### src/rtl/core/prsw_pkg.sv
// Shared types and constants for the partial-reliability stop-and-wait sender.
package prsw_pkg;

	localparam int WINDOW_SIZE = 100;
	localparam int PTR_W       = $clog2(WINDOW_SIZE);
	localparam int CNT_W       = $clog2(WINDOW_SIZE + 1);
	localparam int TOL_W       = 7;
	localparam int LOSS_W      = 7;
	localparam int PCT_SCALE   = 100;
	localparam int CMP_W       = CNT_W + TOL_W + $clog2(PCT_SCALE + 1) + $clog2(WINDOW_SIZE + 1);
	localparam int ADDR_W      = 3;
	localparam int DATA_W      = 32;
	localparam int LOSS_SAT    = (1 << LOSS_W) - 1;
	localparam logic [TOL_W-1:0] TOL_RESET = TOL_W'(5);

	// register index taken from paddr[2]
	localparam logic REG_LOSS_TOL = 1'b0;

	localparam logic OP_SEND  = 1'b0;
	localparam logic OP_REPLY = 1'b1;

	typedef enum logic [1:0] {
		OUT_PENDING   = 2'd0,
		OUT_ACKED     = 2'd1,
		OUT_LOSS_OK   = 2'd2,
		OUT_ORDER_ERR = 2'd3
	} outcome_t;

	typedef enum logic [1:0] {
		PH_IDLE  = 2'd0,
		PH_FIRST = 2'd1,
		PH_RETRY = 2'd2
	} phase_t;

	typedef struct packed {
		logic             en;
		logic [PTR_W-1:0] addr;
		logic             data;
	} win_wr_t;

	typedef struct packed {
		logic              transmit;
		logic              frame_seq;
		logic              frame_ack_flag;
		logic              done_res;
		logic [1:0]        outcome;
		logic [LOSS_W-1:0] losses_in_window;
	} res_t;

endpackage

### src/rtl/core/prsw_if.sv
// Valid/ready channel interfaces for request and result beats.
interface prsw_in_if;
	logic valid;
	logic ready;
	logic operation;
	logic reply_received;
	logic reply_ack_flag;
	logic reply_syn_flag;
	logic reply_ack_number;

	modport source (output valid, operation, reply_received, reply_ack_flag, reply_syn_flag,
		reply_ack_number, input ready);
	modport sink (input valid, operation, reply_received, reply_ack_flag, reply_syn_flag,
		reply_ack_number, output ready);
	modport mon (input valid, ready, operation, reply_received, reply_ack_flag, reply_syn_flag,
		reply_ack_number);
endinterface

interface prsw_out_if;
	logic                        valid;
	logic                        ready;
	logic                        transmit;
	logic                        frame_seq;
	logic                        frame_ack_flag;
	logic                        done_res;
	logic [1:0]                  outcome;
	logic [prsw_pkg::LOSS_W-1:0] losses_in_window;

	modport source (output valid, transmit, frame_seq, frame_ack_flag, done_res, outcome,
		losses_in_window, input ready);
	modport sink (input valid, transmit, frame_seq, frame_ack_flag, done_res, outcome,
		losses_in_window, output ready);
	modport mon (input valid, ready, transmit, frame_seq, frame_ack_flag, done_res, outcome,
		losses_in_window);
endinterface

### src/rtl/core/prsw_window.sv
// Loss window store: one bit per slot, valid bits cleared at reset, registered read.
module prsw_window (
	input  logic                        clk,
	input  logic                        arst_n,
	input  prsw_pkg::win_wr_t           wr,
	input  logic [prsw_pkg::PTR_W-1:0]  rd_addr,
	output logic                        rd_bit
);
	import prsw_pkg::*;

	logic                   mem [WINDOW_SIZE];
	logic [WINDOW_SIZE-1:0] vld_q;
	logic                   rd_q;

	always_ff @(posedge clk) begin
		if (wr.en) begin
			mem[wr.addr] <= wr.data;
		end
	end

	always_ff @(posedge clk or negedge arst_n) begin
		if (!arst_n) begin
			vld_q <= '0;
			rd_q  <= 1'b0;
		end else begin
			if (wr.en) begin
				vld_q[wr.addr] <= 1'b1;
			end
			if (wr.en && wr.addr == rd_addr) begin
				rd_q <= wr.data;
			end else begin
				rd_q <= vld_q[rd_addr] & mem[rd_addr];
			end
		end
	end

	assign rd_bit = rd_q;

endmodule

### src/rtl/core/partial_reliability_stop_and_wait_tx.sv
// Top level of the partial-reliability stop-and-wait sender.
// Each accepted request beat yields one result beat, held in the output register or the skid.
// Throughput: one request beat per cycle; a two-deep output stage (register plus skid)
// keeps accepting while one result waits, so item ready drops only when both hold beats.
// Reset (arst_n low): idle phase, sequence bit 0, unconnected, window pointer and loss
// count 0, all window slots read as not lost, loss tolerance 5 percent.
module partial_reliability_stop_and_wait_tx (
	input  logic                         clk,
	input  logic                         arst_n,
	prsw_in_if.sink                      item,
	prsw_out_if.source                   result,
	input  logic                         psel,
	input  logic                         penable,
	input  logic                         pwrite,
	input  logic [prsw_pkg::ADDR_W-1:0]  paddr,
	input  logic [prsw_pkg::DATA_W-1:0]  pwdata,
	output logic [prsw_pkg::DATA_W-1:0]  prdata,
	output logic                         pready
);
	import prsw_pkg::*;

	phase_t            phase_q, phase_d;
	logic [PTR_W-1:0]  ptr_q, ptr_d;
	logic [CNT_W-1:0]  cnt_q, cnt_d, cnt_lost, cnt_clr;
	logic              seq_q, seq_d;
	logic              conn_q, conn_d;
	logic              hack_q, hack_d;
	logic [TOL_W-1:0]  tol_q;
	logic              slot_lost;
	logic              acc;
	logic              valid_ack;
	logic              match;
	logic              over_tol;
	logic [CMP_W-1:0]  loss_scaled;
	logic [CMP_W-1:0]  tol_scaled;
	win_wr_t           wr;
	res_t              res;
	res_t              o_q, s_q;
	logic              o_vld_q, s_vld_q;

	// config port
	assign pready = 1'b1;
	assign prdata = (paddr[2] == REG_LOSS_TOL) ? DATA_W'(tol_q) : '0;

	always_ff @(posedge clk or negedge arst_n) begin
		if (!arst_n) begin
			tol_q <= TOL_RESET;
		end else if (psel && penable && pwrite && paddr[2] == REG_LOSS_TOL) begin
			tol_q <= pwdata[TOL_W-1:0];
		end
	end

	prsw_window u_window (
		.clk     (clk),
		.arst_n  (arst_n),
		.wr      (wr),
		.rd_addr (ptr_d),
		.rd_bit  (slot_lost)
	);

	assign acc       = item.valid && item.ready;
	assign valid_ack = item.reply_received && item.reply_ack_flag && !item.reply_syn_flag;
	assign match     = item.reply_ack_number == seq_q;
	assign cnt_lost  = slot_lost ? cnt_q : cnt_q + CNT_W'(1);
	assign cnt_clr   = slot_lost ? cnt_q - CNT_W'(1) : cnt_q;
	assign loss_scaled = CMP_W'(cnt_lost) * CMP_W'(PCT_SCALE);
	assign tol_scaled  = CMP_W'(tol_q) * CMP_W'(WINDOW_SIZE);
	assign over_tol    = loss_scaled > tol_scaled;

	always_ff @(posedge clk or negedge arst_n) begin
		if (!arst_n) begin
			phase_q <= PH_IDLE;
			ptr_q   <= '0;
			cnt_q   <= '0;
			seq_q   <= 1'b0;
			conn_q  <= 1'b0;
			hack_q  <= 1'b0;
		end else begin
			phase_q <= phase_d;
			ptr_q   <= ptr_d;
			cnt_q   <= cnt_d;
			seq_q   <= seq_d;
			conn_q  <= conn_d;
			hack_q  <= hack_d;
		end
	end

	always_comb begin
		phase_d = phase_q;
		ptr_d   = ptr_q;
		cnt_d   = cnt_q;
		seq_d   = seq_q;
		conn_d  = conn_q;
		hack_d  = hack_q;
		wr      = '0;
		wr.addr = ptr_q;
		res     = '0;
		res.outcome = OUT_PENDING;
		if (acc) begin
			case (phase_q)
				PH_IDLE: begin
					if (item.operation == OP_SEND) begin
						ptr_d  = (ptr_q == PTR_W'(WINDOW_SIZE - 1)) ? '0 : ptr_q + PTR_W'(1);
						hack_d = !conn_q;
						res.transmit       = 1'b1;
						res.frame_seq      = seq_q;
						res.frame_ack_flag = !conn_q;
						phase_d = PH_FIRST;
					end else begin
						res.outcome = OUT_ORDER_ERR;
					end
				end
				PH_FIRST: begin
					if (item.operation == OP_SEND) begin
						res.outcome = OUT_ORDER_ERR;
					end else if (valid_ack) begin
						conn_d = 1'b1;
						if (match) begin
							wr.en       = 1'b1;
							wr.data     = 1'b0;
							cnt_d       = cnt_clr;
							res.outcome = OUT_ACKED;
						end else begin
							res.outcome = OUT_LOSS_OK;
						end
						seq_d        = !seq_q;
						phase_d      = PH_IDLE;
						res.done_res = 1'b1;
					end else begin
						wr.en   = 1'b1;
						wr.data = 1'b1;
						cnt_d   = cnt_lost;
						if (over_tol) begin
							phase_d = PH_RETRY;
						end else begin
							seq_d        = !seq_q;
							phase_d      = PH_IDLE;
							res.done_res = 1'b1;
							res.outcome  = OUT_LOSS_OK;
						end
					end
				end
				PH_RETRY: begin
					if (item.operation == OP_SEND) begin
						res.outcome = OUT_ORDER_ERR;
					end else if (valid_ack && match) begin
						wr.en        = 1'b1;
						wr.data      = 1'b0;
						cnt_d        = cnt_clr;
						seq_d        = !seq_q;
						phase_d      = PH_IDLE;
						res.done_res = 1'b1;
						res.outcome  = OUT_ACKED;
					end else begin
						res.transmit       = 1'b1;
						res.frame_seq      = seq_q;
						res.frame_ack_flag = hack_q;
					end
				end
				default: begin
					res.outcome = OUT_ORDER_ERR;
				end
			endcase
		end
		if (32'(cnt_d) > 32'(LOSS_SAT)) begin
			res.losses_in_window = LOSS_W'(LOSS_SAT);
		end else begin
			res.losses_in_window = LOSS_W'(cnt_d);
		end
	end

	// output register plus skid
	assign item.ready = !s_vld_q;

	always_ff @(posedge clk or negedge arst_n) begin
		if (!arst_n) begin
			o_vld_q <= 1'b0;
			s_vld_q <= 1'b0;
		end else begin
			if (!o_vld_q || result.ready) begin
				o_vld_q <= s_vld_q || acc;
				s_vld_q <= 1'b0;
			end else if (acc) begin
				s_vld_q <= 1'b1;
			end
		end
	end

	always_ff @(posedge clk) begin
		if (!o_vld_q || result.ready) begin
			o_q <= s_vld_q ? s_q : res;
		end else if (acc) begin
			s_q <= res;
		end
	end

	assign result.valid            = o_vld_q;
	assign result.transmit         = o_q.transmit;
	assign result.frame_seq        = o_q.frame_seq;
	assign result.frame_ack_flag   = o_q.frame_ack_flag;
	assign result.done_res         = o_q.done_res;
	assign result.outcome          = o_q.outcome;
	assign result.losses_in_window = o_q.losses_in_window;

endmodule

### src/flat_wrapper.sv
// flat-port wrapper written by rule: the top's interface ports become plain ports
module partial_reliability_stop_and_wait_tx_flat import prsw_pkg::*;
  (clk, arst_n, psel, penable, pwrite, paddr, pwdata, prdata, pready, item_valid, item_operation, item_reply_received, item_reply_ack_flag, item_reply_syn_flag, item_reply_ack_number, item_ready, result_valid, result_transmit, result_frame_seq, result_frame_ack_flag, result_done_res, result_outcome, result_losses_in_window, result_ready);
  prsw_in_if item_i ();
  prsw_out_if result_i ();
  input  logic clk;
  input  logic arst_n;
  input  logic psel;
  input  logic penable;
  input  logic pwrite;
  input  logic [prsw_pkg::ADDR_W-1:0] paddr;
  input  logic [prsw_pkg::DATA_W-1:0] pwdata;
  output logic [prsw_pkg::DATA_W-1:0] prdata;
  output logic pready;
  input wire logic [$bits(item_i.valid)-1:0] item_valid;
  input wire logic [$bits(item_i.operation)-1:0] item_operation;
  input wire logic [$bits(item_i.reply_received)-1:0] item_reply_received;
  input wire logic [$bits(item_i.reply_ack_flag)-1:0] item_reply_ack_flag;
  input wire logic [$bits(item_i.reply_syn_flag)-1:0] item_reply_syn_flag;
  input wire logic [$bits(item_i.reply_ack_number)-1:0] item_reply_ack_number;
  output wire logic [$bits(item_i.ready)-1:0] item_ready;
  output wire logic [$bits(result_i.valid)-1:0] result_valid;
  output wire logic [$bits(result_i.transmit)-1:0] result_transmit;
  output wire logic [$bits(result_i.frame_seq)-1:0] result_frame_seq;
  output wire logic [$bits(result_i.frame_ack_flag)-1:0] result_frame_ack_flag;
  output wire logic [$bits(result_i.done_res)-1:0] result_done_res;
  output wire logic [$bits(result_i.outcome)-1:0] result_outcome;
  output wire logic [$bits(result_i.losses_in_window)-1:0] result_losses_in_window;
  input wire logic [$bits(result_i.ready)-1:0] result_ready;
  assign item_i.valid = item_valid;
  assign item_i.operation = item_operation;
  assign item_i.reply_received = item_reply_received;
  assign item_i.reply_ack_flag = item_reply_ack_flag;
  assign item_i.reply_syn_flag = item_reply_syn_flag;
  assign item_i.reply_ack_number = item_reply_ack_number;
  assign item_ready = item_i.ready;
  assign result_valid = result_i.valid;
  assign result_transmit = result_i.transmit;
  assign result_frame_seq = result_i.frame_seq;
  assign result_frame_ack_flag = result_i.frame_ack_flag;
  assign result_done_res = result_i.done_res;
  assign result_outcome = result_i.outcome;
  assign result_losses_in_window = result_i.losses_in_window;
  assign result_i.ready = result_ready;
  partial_reliability_stop_and_wait_tx u_core (.clk(clk), .arst_n(arst_n), .item(item_i), .result(result_i), .psel(psel), .penable(penable), .pwrite(pwrite), .paddr(paddr), .pwdata(pwdata), .prdata(prdata), .pready(pready));
endmodule
### config.mk
export PLATFORM = sky130hd
export DESIGN_NAME = partial_reliability_stop_and_wait_tx_flat
export DESIGN_NICKNAME = d
export VERILOG_FILES = /design/src/rtl/core/prsw_pkg.sv /design/src/rtl/core/prsw_if.sv /design/src/rtl/core/prsw_window.sv /design/src/rtl/core/partial_reliability_stop_and_wait_tx.sv /design/src/flat_wrapper.sv
export SDC_FILE = /design/constraint.sdc
export NUM_CORES = 1
export LEC_CHECK = 0
export ABC_AREA = 1
export ABC_CLOCK_PERIOD_IN_PS = 6000
export CAP_MARGIN = 25
export CELL_PAD_IN_SITES_DETAIL_PLACEMENT = 0
export CELL_PAD_IN_SITES_GLOBAL_PLACEMENT = 2
export CORE_MARGIN = 1.5
export CORE_UTILIZATION = 40
export CTS_BUF_LIST = sky130_fd_sc_hd__clkbuf_16
export CTS_CLUSTER_SIZE = 40
export DETAILED_ROUTE_END_ITERATION = 6
export DONT_BUFFER_PORTS = 1
export PLACE_DENSITY_LB_ADDON = 0.1
export SLEW_MARGIN = 30
export SYNTH_ARGS = -nofsm -noshare
export SYNTH_HDL_FRONTEND = slang
export SYNTH_SLANG_ARGS = --single-unit
export TNS_END_PERCENT = 100
### constraint.sdc
create_clock -name clk -period 6 [get_ports clk]
set_clock_uncertainty 0.2 [all_clocks]
set_input_delay 1.2 -clock clk [delete_from_list [all_inputs] [get_ports clk]]
set_output_delay 1.2 -clock clk [all_outputs]
set_load 0.05 [all_outputs]
# Word level (Yosys, flattened, before mapping)
# Memories as Yosys holds them, arrays and structs flattened.
# Index checks and enable logic that the tools add are counted.
[word_totals]
register_bits = 155
latch_bits = 0
ram_bits = 100
mem_bits_ro = 0
n_memories = 1
[classes]
addsub = 3
multipliers = 2
n_div = 0
order_cmp = 4
n_eq_ne = 10
shift = 0
n_mux = 63
bitwise_logic = 5
n_reduce_logical = 25
[memory_table]
columns = ["name", "words", "word_bits", "rd", "rd_clocked_by_memory_dff", "write_ports", "line_no", "rtl"]
rows = [
  ["u_core.u_window.mem", 100, 1, 1, 0, 1, "prsw_window.sv:11", "logic mem [WINDOW_SIZE];"],
]
[ops]
columns = ["operator", "count"]
rows = [
  ["$or 100x100->100", 1],
  ["$mux 7", 13],
  ["$mul 7x5->12 const B", 2],
  ["$mux 1", 23],
  ["$mux 2", 10],
  ["$lt 7x8->1 const B", 2],
  ["$mux 3", 5],
  ["$add 7x1->7 const B", 2],
  ["$gt 14x14->1", 1],
  ["$pmux 7 s2", 1],
  ["$mux 13", 1],
  ["$pmux 2 s3", 2],
  ["$reduce_and 6->1", 2],
  ["$logic_and 1x1->1", 9],
  ["$bmux 1 s7", 1],
  ["$demux 1 s7", 1],
  ["$eq 7x7->1", 1],
  ["$eq 7x7->1 const B", 1],
  ["$ge 7x1->1 const B", 1],
  ["$sub 7x1->7 const B", 1],
  ["$mux 6", 1],
  ["$ne 2x2->1 const B", 3],
  ["$pmux 1 s2", 3],
  ["$pmux 3 s2", 1],
  ["other kinds (16)", 24],
]

# Longest topological paths before layout
[logic_depth]
ltp_word = 10
depth_mapped = 30
depth_no_buf = 30

# Cells and area by module
# From an unflattened synthesis, not the netlist that was laid out.
[unflattened]
cells_unflattened = 1524
area_unflattened_um2 = 13569.3
[by_module_without_submodules]
columns = ["mod", "instances", "cells_each", "area_each_um2"]
rows = [
  ["prsw_window", 1, 965, 8966.1],
  ["partial_reliability_stop_and_wait_tx", 1, 559, 4603.2],
]

# Worst setup path before layout
# No wires, ideal clock.
[synth_timing]
kind = "reg-to-reg"
start = "register u_core.cnt_q[1]"
end = "register u_core.o_q, in the netlist u_core.result.outcome[1], data pin"
t_arrival_ps = 4407
setup_slack_ps = 1140
path_stages_with_launch = 30
path_buffers = 0
path_cell_list = "dfrtp_1 inv_1 nor2_1 nand3_1 xor2_1 inv_1 ha_1 ha_1 inv_1 fa_1 inv_1 ha_1 a21oi_1 nand2_1 a21oi_1 o21ai_0 a21oi_1 nor2_1 nor2_1 xnor2_1 ha_1 nand2_1 nor4b_1 o31ai_1 nand2_1 nand2_1 o21ai_0 nand3_1 nand2_1 nand2_1"
[synth_between]
elab_chain_len = 10
[synth_rtl]
columns = ["item", "line_no", "rtl"]
rows = [
  ["from (decl)", "partial_reliability_stop_and_wait_tx.sv:24", "logic [CNT_W-1:0] cnt_q, cnt_d, cnt_lost, cnt_clr;"],
  ["from (signal assigned)", "partial_reliability_stop_and_wait_tx.sv:81", "cnt_q <= cnt_d;"],
  ["$add 7x1->7", "partial_reliability_stop_and_wait_tx.sv:64", "assign cnt_lost = slot_lost ? cnt_q : cnt_q + CNT_W'(1);"],
  ["$mux 7 *", "partial_reliability_stop_and_wait_tx.sv:64", ""],
  ["$mul 7x5->12 *", "partial_reliability_stop_and_wait_tx.sv:66", "assign loss_scaled = CMP_W'(cnt_lost) * CMP_W'(PCT_SCALE);"],
  ["$gt 14x14->1 *", "partial_reliability_stop_and_wait_tx.sv:68", "assign over_tol = loss_scaled > tol_scaled;"],
  ["$mux 3 *", "partial_reliability_stop_and_wait_tx.sv:133", "if (over_tol) begin"],
  ["$mux 3 *", "partial_reliability_stop_and_wait_tx.sv:116", "end else if (valid_ack) begin"],
  ["$mux 2 *", "partial_reliability_stop_and_wait_tx.sv:114", "if (item.operation == OP_SEND) begin"],
  ["$pmux 2 s3 *", "partial_reliability_stop_and_wait_tx.sv:100", "case (phase_q)"],
  ["$mux 6 *", "partial_reliability_stop_and_wait_tx.sv:99", "if (acc) begin"],
  ["$mux 13 *", "partial_reliability_stop_and_wait_tx.sv:191", "o_q <= s_vld_q ? s_q : res;"],
  ["to (signal assigned)", "partial_reliability_stop_and_wait_tx.sv:191", ""],
  ["to (decl)", "partial_reliability_stop_and_wait_tx.sv:38", "res_t o_q, s_q;"],
]
# Mark *: on every way between the ends. The rest lies on a longest branch, timed or not.
# A chain may end at the register's enable or synchronous reset.

# Final worst setup path
# Ends and elaborated chain as after synthesis.

==> results.cfg <==
[cts]
cts_setup_buffers = 0
cts.clk_slew.worst_paths_ns = 0.06
numCtsBuffers = 29
h-tree-depth = 1
cts_tree = yes
clock_path_buffers = 3
cts.sinks = 255
clock_latency_ns = 0.57
clock-root-buffer = clkbuf_16

[timing]
timing.fmax_mhz = 179.5
worst_hold_slack_ns = 0.1352
relSlewSlack_pct = 36.80
drv_slew = 0
rsz0062_at_grt = false
tns_ns = 0
period_share_pct = 92.86
finalSetupViolCount = 0
timing_hold_violations_final = 0
worst_pin_slew_ns = 0.9453
period_minus_slack_ns = 5.572
setup_ws_ns = 0.4284

[die]
rows = 67
coreArea_sq_mm = 0.03336
start_util_pct = 40.38
die_x_microns = 186.5
ios = 95
die_h_microns = 186.5
dieArea_sq_mm = 0.03480

[power_and_ir_drop]
combinationalPowerShare_pct = 42.9
total_power_mw = 6.648
swShare_pct = 43.17
p_per_area_mw_per_mm2 = 454.3
netSwitchingPower_mw = 2.870
p_seq_share_pct = 32.2
internal_power_mw = 3.779
p_leak_nw = 6.605
ir_drop_v = 0.0002335
clkPwrFrac_pct = 24.9

[placed_design]
dp_worst_setup_slack_ns = 0.2993
placedCellCount = 1904
numPortBuffers = 0
hpwl_mm = 20.85
routabilityCongestion = 0.8287

[setup_path]
crit_slowest_cell = fa_1
critPathMaxFanout = 6
required_ns = 6.11
r2r_cells = 29
crit_arrival_ns = 5.68
slowest_delay_ns = 0.49
critPathCaptureType = register
crit_buf_inv = 4
cp_top_family = adder cells
r2r_start = u_core.cnt_q[1]
crit_type = register to register
r2r_slack_ns = 0.43
r2r_end = u_core.result.outcome[1]
critPathLaunchType = register
crit_path_frequent_cell = nand2_1

[synth]
synth.area.mux_share_pct = 0
synth.area.top_cells = edfxtp_1, dfrtp_1, nand2_1
yosys.area_share.adder_pct = 7.094
ys_seq_elements = 255
synth_xor_area_share_pct = 1.625
ys_types = 49
synth_flop_cell = dfrtp_1
synth_edf_count = 126
synth_top_family_by_area = simple AND/OR/NAND/NOR gates
synth-compound-area-share_pct = 8.181
netlist_instances = 1512
ys_async_sr_fraction_pct = 50.59
avgSynthCellArea_sq_um = 8.911
mappedNetlistArea_sq_mm = 0.01347
synth_top_area_share_pct = 28.08
yosys.area.top_type = edfxtp_1
synthSimpleGateAreaFrac_pct = 21.83
seq_area_frac_synth_pct = 52.06
yosysWarnings = 0

[global_route]
grt.total_usage_pct = 20.80
overflow = 0
grt_pass1_vias = 9829
antenna_found_initial = 1
grt_max_degree = 130
grt_pass1_wl_mm = 56.86

[finish]
nets = 1608
nFillCells = 3447
final_layout_size_suffix_gt1_share_pct = 6.490
areaGrowthSynthToFinish_pct = 8.608
n_antenna_cell = 0
stdcell_count = 1958

[drt]
drc = 0
wl_per_cell_microns = 18.04
postRouteAntennaNets = 0
viasPerCell = 5.078
dr.pass1.iters = 6
wl_mm = 35.33
drtIter0Drc = 545
vias = 9943

[flow_run]
drv_cap = 0

[outcome]
status = complete, no violations

[hold_path]
min_path_type = input port to async pin
-- registers in the layout, summed over array words and instances (netlist names), 7 cells and up --
| register | cells |
|---|---|
| u_core.cnt_q | 7 |
| u_core.u_window.vld_q | 100 |
| u_core.u_window.mem | 100 |
| u_core.ptr_q | 7 |
| u_core.tol_q | 7 |
| u_core.s_q | 13 |
| u_core.result.losses_in_window | 7 |
-- cells in the final DEF (no fill, tap or decap), types with 5 or more instances in the layout --
master	n
o21ai_0	121
or2_2	12
ha_1	70
nor2_1	169
edfxtp_1	126
buf_4	17
nand4_1	5
inv_2	6
o221ai_1	6
nor3_1	5
clkinv_1	12
clkbuf_16	29
clkinv_2	6
a21oi_1	36
dfrtp_1	127
inv_1	175
conb_1	26
nand3_1	186
xor2_1	20
nand2_1	280
o211ai_1	8
or2_1	8
xnor2_1	5
-- cells in the mapped netlist (2+ instances only) --
cell	instances
o211ai_1	8
nor2_2	3
o21ai_0	121
buf_4	35
a21o_1	2
nor3_1	5
o22ai_1	3
buf_6	5
a21oi_1	36
o221ai_1	6
xor2_1	20
inv_1	171
or2_2	12
xnor2_1	5
nand3_1	187
o2111ai_1	2
inv_2	6
a31oi_1	4
clkbuf_1	39
or2_1	8
dfstp_2	2
edfxtp_1	126
nor2_1	171
nor2_4	2
nand4_1	5
ha_1	70
nand2_1	280
a22oi_1	2
nand2_4	2
conb_1	2
buf_2	20
o311ai_0	3
dfrtp_1	127
fa_1	4
nand2_2	4
-- metal layers --
| metal | track usage [%] | vias up | wire [microns] |
|---|---|---|---|
| met1 | 30.04 | 4841 | 17490 |
| met5 | 0 | - | 0 |
| met2 | 33.90 | 186 | 16140 |
| met4 | 4.342 | 0 | 487 |
| li1 | - | 4884 | - |
| met3 | 2.257 | 32 | 1216 |
-- power by group through the flow --
stage          logic, mW  registers [mW]  clock network [mW]
6_report            2.85            2.14                1.66
5_1_grt             3.24            2.15                1.77
4_1_cts             2.88            2.14                1.70
3_5_place_dp        2.86            2.17                   0
3_3_place_gp        2.85            2.17                   0
2_1_floorplan       2.13            2.14                   0
-- worst max path at each step --
stage,start,to,cells after the start
CTS,u_core.cnt_q[1],u_core.result.outcome[1],29
global placement,u_core.cnt_q[1],u_core.result.outcome[1],29
global route,u_core.cnt_q[1],u_core.result.outcome[1],29
detailed placement,u_core.cnt_q[1],u_core.result.outcome[1],29
finish,u_core.cnt_q[1],u_core.result.outcome[1],29
floorplan,u_core.cnt_q[1],u_core.result.outcome[1],29
-- metrics by stage --
step / cell area, sq um / util (%)
floorplan: 13560 / -
global placement: 13720 / 41.12
detailed placement: 13750 / 41.21
CTS: 14630 / 43.84
global route: 14630 / 43.86
finish: 14630 / 43.86
-- cell families (layout without fill, tap and decap cells) --
logic type / after synthesis / count (layout)
xor+xnor: 25 / 25
compound gates: 196 / 196
simple gates: 683 / 683
flops: 255 / 255
fa+ha+maj: 74 / 74
other cells: 2 / 26
buf+inv: 277 / 251
-- cell type report --
type | count | area [sq um] | area share, %
Tap cell | 448 | 560.5 | 3.830
Sequential cell | 255 | 7014 | 47.93
Clock inverter | 25 | 152.6 | 1.043
Timing Repair Buffer | 19 | 175.2 | 1.197
Multi-Input combinational cell | 1004 | 5338 | 36.47
Clock buffer | 29 | 725.7 | 4.959
Inverter | 178 | 668.1 | 4.566
-- what timing repair did --
| item | in CTS | in global routing |
|---|---|---|
| setup endpoints to repair | 0 | 4 |
| resized for setup | 0 | 1 |
| hold buffers | 0 | 0 |
(Power assumes the default switching activity.)
